File: config.mk
export PLATFORM = sky130hd
export DESIGN_NAME = pdsu_cfg
export DESIGN_NICKNAME = d
export VERILOG_FILES = /design/src/sv/pdsu_pkg.sv /design/src/sv/pdsu_cfg.sv
export SDC_FILE = /design/constraint.sdc
export NUM_CORES = 1
export LEC_CHECK = 0
export BUFFER_PORTS_ARGS = -buffer_cell sky130_fd_sc_hd__clkbuf_2
export CORE_MARGIN = 3
export CORE_UTILIZATION = 30
export CTS_CLUSTER_DIAMETER = 150
export DETAILED_ROUTE_END_ITERATION = 8
export MAX_ROUTING_LAYER = met4
export PLACE_DENSITY = 0.72
export SYNTH_ARGS = -nofsm -noshare
export SYNTH_HDL_FRONTEND = slang
export SYNTH_SLANG_ARGS = --single-unit
File: constraint.sdc
create_clock -name clk -period 1.3 [get_ports clk]
set_input_delay 0.13 -clock clk [delete_from_list [all_inputs] [get_ports clk]]
set_output_delay 0.13 -clock clk [all_outputs]
set_load 0.02 [all_outputs]
File: src/sv/pdsu_pkg.sv
// pdsu_pkg: widths, limits and register map of the pll divider search unit
// no dependencies; imported by the interfaces and every module of the block
package pdsu_pkg;

  localparam int PRE_W    = 5;
  localparam int POST_W   = 4;
  localparam int MULT_W   = 9;
  localparam int FRAC_W   = 9;
  localparam int N_W      = MULT_W + FRAC_W;
  localparam int TARGET_W = 31;
  localparam int REF_W    = 32;
  localparam int TD_W     = TARGET_W + POST_W + FRAC_W;
  localparam int PROD_W   = REF_W + N_W;
  localparam int CMP_W    = TD_W + POST_W + 1;
  localparam int ERR_W    = 50;
  localparam int FREQ_W   = 50;
  localparam int DEN_W    = 14;

  localparam int DIV_CNT_W = $clog2(TD_W + 1);
  localparam logic [DIV_CNT_W-1:0] DIV_LAST = DIV_CNT_W'(TD_W - 1);

  localparam logic [PRE_W-1:0]  PRE_FIRST = PRE_W'(1);
  localparam logic [PRE_W-1:0]  PRE_LAST  = '1;
  localparam logic [POST_W-1:0] POST_LAST = '1;
  localparam logic [N_W-1:0]    N_MAX     = '1;

  localparam int CFG_ADDR_W = 2;
  localparam int CFG_DATA_W = 32;
  localparam logic [CFG_ADDR_W-1:0] ADDR_REF_CLOCK = CFG_ADDR_W'(0);
  localparam logic [REF_W-1:0] REF_RESET = REF_W'(24000000);

endpackage

File: src/sv/pdsu_cfg.sv
// pdsu_cfg: apb register holding the reference clock frequency
// depends on pdsu_pkg; used by pll_divider_search_unit
module pdsu_cfg import pdsu_pkg::*; (
  input  logic                  clk,
  input  logic                  rst_n,
  input  logic                  psel,
  input  logic                  penable,
  input  logic                  pwrite,
  input  logic [CFG_ADDR_W-1:0] paddr,
  input  logic [CFG_DATA_W-1:0] pwdata,
  output logic [CFG_DATA_W-1:0] prdata,
  output logic                  pready,
  output logic [REF_W-1:0]      ref_clock_hz
);

  logic [REF_W-1:0] ref_r;

  always_ff @(posedge clk) begin
    if (!rst_n) begin
      ref_r <= REF_RESET;
    end else if (psel && penable && pwrite && paddr == ADDR_REF_CLOCK) begin
      ref_r <= pwdata[REF_W-1:0];
    end
  end

  assign prdata       = (paddr == ADDR_REF_CLOCK) ? ref_r : '0;
  assign pready       = 1'b1;
  assign ref_clock_hz = ref_r;

endmodule
==> results_dict.tcl <==
set metrics [dict create \
    status "complete, no violations" \
    pre_cts_ws_ns 0.176 \
    critical_path_arrival_ns 1.05 \
    hold_class "input port to flop" \
    timing.final.crit_share_pct 90.5 \
    min_period_ns 1.18 \
    worstPathCellList "inv_1 > nor3_1 > clkbuf_2" \
    drive_above_1_share_pct 42.5 \
    yosys-top-cells-area "dfxtp_1 (42%), mux2i_1 (15%), nand2_1 (11%)" \
    grt_max_degree 55 \
    htreeDepth 2 \
    final_hold_viol_count 0 \
    layout_commonest_cell "clkbuf_2" \
    wl_um 3910 \
    synth_top_area_cell "dfxtp_1" \
    p_per_area_nw_per_um2 898 \
    cts.clk_slew.worst_paths_ns 0.06 \
    synth-seq-cells 32 \
    io_buffer_count 102 \
    syn_area_per_cell_um2 8.39 \
    num_vias 1469 \
    path_class "flop to primary output" \
    skew_ns 0 \
    slowest_stage "dfxtp_1" \
    yosys.area.top_type_share_pct 42.2 \
    cp_max_fo 2 \
    fmax_ghz 0.850 \
    tritoncts "yes" \
    vias_per_cell 4.23 \
    syn2layout_area_growth_pct 43.5 \
    timing.final.ws_setup_ns 0.123 \
    dp_hpwl_um 3020 \
    fill_cells 496 \
    synth_cell_types 18 \
    drc 0 \
    grt_util_all_layers_pct 13.4 \
    syn_nets 220 \
    fin_util_pct 45.2 \
    leakage_nw 1.10 \
    pin_count 104 \
    floorplan.initialDensity_pct 31.5 \
    drt_iter0_markers 36 \
    largest_reg_flops 32 \
    reg2reg_from "ref_clock_hz[9]$_SDFFE_PN1P_" \
    layout_common_cells "clkbuf_2 (100), nand2_1 (44), dfxtp_1 (32)" \
    cts_hold_buffers 0 \
    ys.warnings.count 0 \
    drtAntennaViolNets 0 \
    syn_area_um2 1520 \
    wl_per_cell_um 11.3 \
    first_pass_iters 4 \
    numCtsBuffers 5 \
    worstHoldStart "pwdata[30]" \
    core_area_um2 4820 \
    antenna_found_initial 0 \
    fp.dieH_um 77.1 \
    end_kind "primary output" \
    cts_setup_buffers 0 \
    slowest_delay_ns 0.33 \
    cts_sinks 32 \
    fin_nets 319 \
    setup_viol 0 \
    rows 25 \
    first_global_vias 1417 \
    slew_viol_final 0 \
    clk_path_buf_depth 2 \
    crit_required_ns 1.17 \
    place_congestion 0.645 \
    grt_overflow 0 \
    startpoint_type "flop" \
    cts_root_buffer "clkbuf_8" \
    vdd_ir_drop_max_mv 0.443 \
    rsz0062_at_grt "false" \
    startpoint "ref_clock_hz[18]$_SDFFE_PN1P_" \
    die_w_um 77.1 \
    grt_pass1_wl_um 6360 \
    synth_cells 181 \
    dieArea_um2 5950 \
    tns_ns 0 \
    diodes 0 \
    ys_seq_area_share_pct 42.2 \
    maxCapViolCount 0 \
    clk_latency_ns 0.27 \
]
through the flow:
stage | instances | power, mW | cell area (µm²) | hold WS, ns
2_1_floorplan | 181 | 1.18 | 1520 | 0.272
3_3_place_gp | 340 | 1.29 | 2100 | 0.363
3_5_place_dp | 340 | 1.30 | 2100 | 0.365
4_1_cts | 347 | 1.99 | 2170 | 0.0710
5_1_grt | 347 | 2.07 | 2180 | 0.0712
6_report | 347 | 1.96 | 2180 | 0.0799
worst max-delay path: cells and delay by family, from the launching register on:
| family | cells | cell delay, ns |
|---|---|---|
| simple gates | 1 | 0.19 |
| buf+inv | 2 | 0.26 |
| flops | 1 | 0.33 |
area by class of cell:
cell class	instances	area, µm²	share of cell area [%]
Tap cell	67	83.8	3.85
Clock inverter	1	5.00	0.230
Multi-Input combinational cell	122	738	33.9
Inverter	10	37.5	1.72
Clock buffer	6	72.6	3.33
Sequential cell	32	641	29.4
Timing Repair Buffer	109	601	27.6
path summary, 6_finish.rpt:
| kind | to | slack, ns | cells after the start |
|---|---|---|---|
| setup / recovery | prdata[18] | 0.12 | 3 |
| hold / removal | ref_clock_hz[30]$_SDFFE_PN0P_ | 0.08 | 3 |
| setup reg to reg | ref_clock_hz[9]$_SDFFE_PN1P_ | 0.67 | 2 |
| hold reg to reg | ref_clock_hz[15]$_SDFFE_PN0P_ | 0.47 | 2 |
synthesized netlist by cell type:
cell       n
nand2_1   44
dfxtp_1   32
and2_1    22
mux2i_1   22
clkbuf_1  10
inv_1     10
nand3_1   10
nor3_1    10
o211ai_1  10
buf_6      2
buf_8      2
and2_4     1
and3_4     1
buf_1      1
buf_2      1
buf_4      1
conb_1     1
nor2_4     1
power breakdown:
part	leakage, nW	switching (mW)	total [mW]	internal, mW
clock network	0.0410	0.320	0.682	0.363
logic	0.802	0.157	0.268	0.112
registers	0.259	0.00927	1.01	0.996
total	1.10	0.485	1.96	1.47
layer usage:
metal / global-route usage (%) / wire (µm) / up-vias
met3: 5.05 / 367 / 5
met5: - / 0 / -
li1: - / - / 777
met2: 22.8 / 1840 / 66
met1: 14.5 / 1670 / 621
met4: 3.74 / 41 / 0
cell families after synthesis:
group           synth area share, %
mux                            14.5
simple gates                   28.6
flops                          42.2
other cells                   0.247
buf+inv                        9.48
compound gates                 4.95
timing repair:
action                                 4_1_cts  5_1_grt
setup endpoints to repair                    0        2
endpoints found under the hold margin        0        0
resized for setup                            0        3
Power figures use the tool's default switching activity.
