**src/sv/pdsu_pkg.sv**
```systemverilog
// pdsu_pkg: widths, limits and register map of the pll divider search unit
// no dependencies; imported by the interfaces and every module of the block
package pdsu_pkg;

  localparam int PRE_W    = 5;
  localparam int POST_W   = 4;
  localparam int MULT_W   = 9;
  localparam int FRAC_W   = 9;
  localparam int N_W      = MULT_W + FRAC_W;
  localparam int TARGET_W = 31;
  localparam int REF_W    = 32;
  localparam int TD_W     = TARGET_W + POST_W + FRAC_W;
  localparam int PROD_W   = REF_W + N_W;
  localparam int CMP_W    = TD_W + POST_W + 1;
  localparam int ERR_W    = 50;
  localparam int FREQ_W   = 50;
  localparam int DEN_W    = 14;

  localparam int DIV_CNT_W = $clog2(TD_W + 1);
  localparam logic [DIV_CNT_W-1:0] DIV_LAST = DIV_CNT_W'(TD_W - 1);

  localparam logic [PRE_W-1:0]  PRE_FIRST = PRE_W'(1);
  localparam logic [PRE_W-1:0]  PRE_LAST  = '1;
  localparam logic [POST_W-1:0] POST_LAST = '1;
  localparam logic [N_W-1:0]    N_MAX     = '1;

  localparam int CFG_ADDR_W = 2;
  localparam int CFG_DATA_W = 32;
  localparam logic [CFG_ADDR_W-1:0] ADDR_REF_CLOCK = CFG_ADDR_W'(0);
  localparam logic [REF_W-1:0] REF_RESET = REF_W'(24000000);

endpackage

```
**src/sv/pdsu_div.sv**
```systemverilog
// pdsu_div: shared restoring divider, one quotient bit per cycle
// depends on pdsu_pkg; used by pll_divider_search_unit
module pdsu_div import pdsu_pkg::*; (
  input  logic              clk,
  input  logic              rst_n,
  input  logic              start,
  input  logic [TD_W-1:0]   dividend,
  input  logic [REF_W-1:0]  divisor,
  output logic              done,
  output logic [TD_W-1:0]   quotient,
  output logic [REF_W-1:0]  remainder
);

  logic [TD_W-1:0]      quo_r;
  logic [REF_W-1:0]     rem_r;
  logic [REF_W-1:0]     dvs_r;
  logic [DIV_CNT_W-1:0] cnt_r;
  logic                 busy_r;
  logic                 done_r;

  logic [REF_W:0]   shifted;
  logic [REF_W:0]   diff;
  logic             fits;
  logic [REF_W-1:0] rem_step;

  always_comb begin
    shifted  = {rem_r, quo_r[TD_W-1]};
    fits     = shifted >= {1'b0, dvs_r};
    diff     = shifted - {1'b0, dvs_r};
    rem_step = fits ? diff[REF_W-1:0] : shifted[REF_W-1:0];
  end

  always_ff @(posedge clk) begin
    if (!rst_n) begin
      busy_r <= 1'b0;
      done_r <= 1'b0;
    end else begin
      done_r <= 1'b0;
      if (start) begin
        quo_r  <= dividend;
        rem_r  <= '0;
        dvs_r  <= divisor;
        cnt_r  <= '0;
        busy_r <= 1'b1;
      end else if (busy_r) begin
        quo_r <= {quo_r[TD_W-2:0], fits};
        rem_r <= rem_step;
        cnt_r <= cnt_r + 1'b1;
        if (cnt_r == DIV_LAST) begin
          busy_r <= 1'b0;
          done_r <= 1'b1;
        end
      end
    end
  end

  assign done      = done_r;
  assign quotient  = quo_r;
  assign remainder = rem_r;

endmodule

```
**config.mk**
```make
export PLATFORM = sky130hd
export DESIGN_NAME = pdsu_div
export DESIGN_NICKNAME = d
export VERILOG_FILES = /design/src/sv/pdsu_pkg.sv /design/src/sv/pdsu_div.sv
export SDC_FILE = /design/constraint.sdc
export NUM_CORES = 1
export LEC_CHECK = 0
export BUFFER_PORTS_ARGS = -buffer_cell sky130_fd_sc_hd__buf_2
export CAP_MARGIN = 20
export CORE_ASPECT_RATIO = 0.7
export CORE_MARGIN = 2
export CORE_UTILIZATION = 25
export CTS_CLUSTER_SIZE = 10
export DETAILED_ROUTE_END_ITERATION = 8
export MAX_ROUTING_LAYER = met4
export SLEW_MARGIN = 40
export SYNTH_ARGS = -nofsm -noshare
export SYNTH_HDL_FRONTEND = slang
export SYNTH_SLANG_ARGS = --single-unit
export TNS_END_PERCENT = 20
```
**constraint.sdc**
```tcl
create_clock -name clk -period 6.54 [get_ports clk]
set_clock_uncertainty 0.2 [all_clocks]
set_input_delay 0.327 -clock clk [delete_from_list [all_inputs] [get_ports clk]]
set_output_delay 0.327 -clock clk [all_outputs]
set_load 0.005 [all_outputs]
```
==> flow_summary.toml <==
[sta]
worst_pin_slew_ps = 751
period_share = 0.570
setup_viol = 0
relSlewSlack = 0.499
fin_crit_ps = 3730
setup_tns_ps = 0
rsz0062_at_grt = "no"
clock.fmax_mhz = 268
hold_viol = 0
slew_viol_final = 0

[logic_synthesis]
syn_inst = 567
synth_edf_count = 114
synth.largest_area_cell = "edfxtp_1"
synthTopCellsByCount = "edfxtp_1 (114), nand2_1 (45), a21oi_1 (44), mux2_2 (44), inv_1 (38)"
yosysUniqueCellTypes = 61
postSynth.asyncResetShare = 0
synth-main-ff-cell = "edfxtp_1"
ys_seq_area_frac = 0.526
syn_area_per_cell_um2 = 11.6
syn_nets = 680
ys_seq_elements = 116
synth_most_common_cell = "edfxtp_1"
yosysWarnings = 0
synthTopCellsByArea = "edfxtp_1 (52%), mux2_2 (7.5%), ha_1 (6.3%)"
syn_area_um2 = 6580
yosysTopAreaCellShare = 0.520

[worst_setup_path]
cp_data_required_time_ps = 6480
crit_path_start = "remainder[21]$_SDFFCE_PP0P_"
timing.rr.start = "remainder[21]$_SDFFCE_PP0P_"
critical_path_arrival_ps = 3670
timing.reg2reg.setup_slack_ps = 2810
crit_path_start_kind = "flip-flop"
worstPathMaxFanout = 24
reg2reg_to = "remainder[18]$_SDFFCE_PP0P_"
cp-end-kind = "flip-flop"
path_class = "flip-flop to flip-flop"
r2r_cells = 10

[die]
die-area_um2 = 27600
die_w_um = 198
fp.dieH_um = 140
rows = 49
start_util = 0.255
design.core.area_um2 = 25700
pin_count = 156

[global_routing]
gr-total-overflow = 0
grt_pass1_wl_um = 29000
grtUsageTotal = 0.142
antenna_found_initial = 3
grt_pass1_vias = 5210
grt_max_degree = 83

[clocking]
cts.sinks = 116
clock_latency_ps = 430
cts-buffers-inserted = 17
post_cts_buffers = 0
cts_root_buffer = "clkbuf_16"
clockBufferDepth = 2
htree_levels = 4
cts_tree = "done"
clk_pin_slew_ps = 60

[pwr]
irDropWorstVdd_mv = 0.181
leakagePower_nw = 3.68
p_per_area_nw_per_um2 = 276

[drt]
post_drt_wl_per_cell_um = 16.1
vias = 5289
first_pass_iters = 4
drc = 0
final_antenna_net_count = 0
viasPerCell = 4.65
drt_iter0_markers = 323
routed_wl_um = 18400

[place]
dpl.cell_count = 1034
dp_hpwl_um = 12800
gp_congestion = 0.841
portBuffers = 155

[hold_path]
holdPathStages = 2
worstHoldEndpoint = "done$_SDFF_PP0_"
min_from = "rst_n"
hp-class = "input port to flip-flop"

[outcome]
outcome = "finished, final reports clean"

[finish]
syn_to_final_growth_pct = 35.7
final_layout_size_suffix_gt1_frac = 0.304
finalNetCount = 903
final_cells = 1137

[job]
drv_cap = 0
==> critical path: stages, from the launching register on <==
cell       delay [ps]
edfxtp_1          430
ha_1              490
nand4_1           210
nor3_1            250
nand3_1           150
nand2_1           100
a2bb2oi_1         360
o21a_1            580
buf_4             400
mux2i_1           230
nor2_1             50
==> power by group <==
| group | internal [mW] | switching [mW] | leakage, nW | total [mW] |
|---|---|---|---|---|
| combinational | 0.268 | 0.340 | 2.30 | 0.608 |
| sequential | 0.900 | 0.0368 | 1.11 | 0.937 |
| clock | 0.558 | 0.358 | 0.270 | 0.916 |
==> worst max path at each step <==
stage                                        endpoint  slack [ps]
after floorplan                cnt_r[0]$_SDFFCE_PP0P_        3340
after CTS                 remainder[11]$_SDFFCE_PP0P_        2790
after global placement    remainder[18]$_SDFFCE_PP0P_        2950
final                     remainder[18]$_SDFFCE_PP0P_        2810
after detailed placement   remainder[9]$_SDFFCE_PP0P_        2780
after global routing      remainder[18]$_SDFFCE_PP0P_        2500
==> state kept, by name (all words and copies together), names as in the netlist <==
signal     cells
remainder     32
quotient      44
dvs_r         32
cnt_r          6
busy_r         1
done           1
==> timing repair <==
item                                   CTS  global route
hold buffers                            68             0
endpoints found under the hold margin   68             0
gates resized for setup                  0             0
==> cell families (layout without fill, tap and decap cells) <==
kind of cell | count (synthesis) | after routing | share of synthesized area
AOI/OAI and AO/OA | 129 | 129 | 0.130
xor gates and xnor gates | 26 | 26 | 0.0346
adders and majority gates | 34 | 34 | 0.0658
buffers and inverters | 61 | 297 | 0.0451
DFF | 116 | 116 | 0.526
muxes | 54 | 54 | 0.0905
other | 0 | 3 | 0
and+or+nand+nor | 147 | 147 | 0.107
==> final cells by class <==
| class | instances | area, um^2 |
|---|---|---|
| Antenna cell | 3 | 7.51 |
| Clock buffer | 19 | 433 |
| Clock inverter | 13 | 136 |
| Fill cell | 2604 | 16800 |
| Inverter | 38 | 143 |
| Multi-Input combinational cell | 390 | 2840 |
| Sequential cell | 116 | 3460 |
| Tap cell | 331 | 414 |
| Timing Repair Buffer | 227 | 1490 |
==> routing by layer <==
layer | global-route usage | share of wire | vias to the layer above
met5 | - | 0 | -
met4 | 0.0384 | 0.0084 | 0
met3 | 0.0502 | 0.076 | 14
met2 | 0.197 | 0.42 | 174
met1 | 0.193 | 0.50 | 2540
li1 | - | - | 2561
==> through the flow <==
stage / instance area [um^2] / power [mW] / util / hold slack (ps) / setup slack (ps)
floorplan: 6580 / 1.36 / - / 226 / 3340
global placement: 7660 / 1.52 / 0.297 / 305 / 2950
detailed placement: 7670 / 1.52 / 0.298 / 305 / 2780
CTS: 8920 / 2.49 / 0.346 / 2.16 / 2790
global route: 8920 / 2.60 / 0.347 / 10.6 / 2500
finish: 8920 / 2.46 / 0.347 / 22.0 / 2810
==> layout by cell type, fill, tap and decap left out, drive strengths merged, types with 2 or more instances in the layout <==
master,n
o211ai,2
o21a,6
mux2,44
a21bo,2
nor2,37
buf,159
and4,2
a31oi,4
a211oi,10
nand4,8
bufinv,2
ha,33
clkbuf,19
mux2i,10
o21bai,5
a21o,17
nand2,46
a21boi,3
nand3,20
nor2b,3
and2,4
nor3,7
a21oi,46
dfxtp,2
nand2b,3
xor2,9
a311oi,3
xnor2,17
dlygate4sd3,68
clkinvlp,3
and3,4
o21ai,18
inv,38
clkinv,8
diode,3
or3,8
o2111ai,2
edfxtp,114
o31a,2
Power figures use the tool's default switching activity.
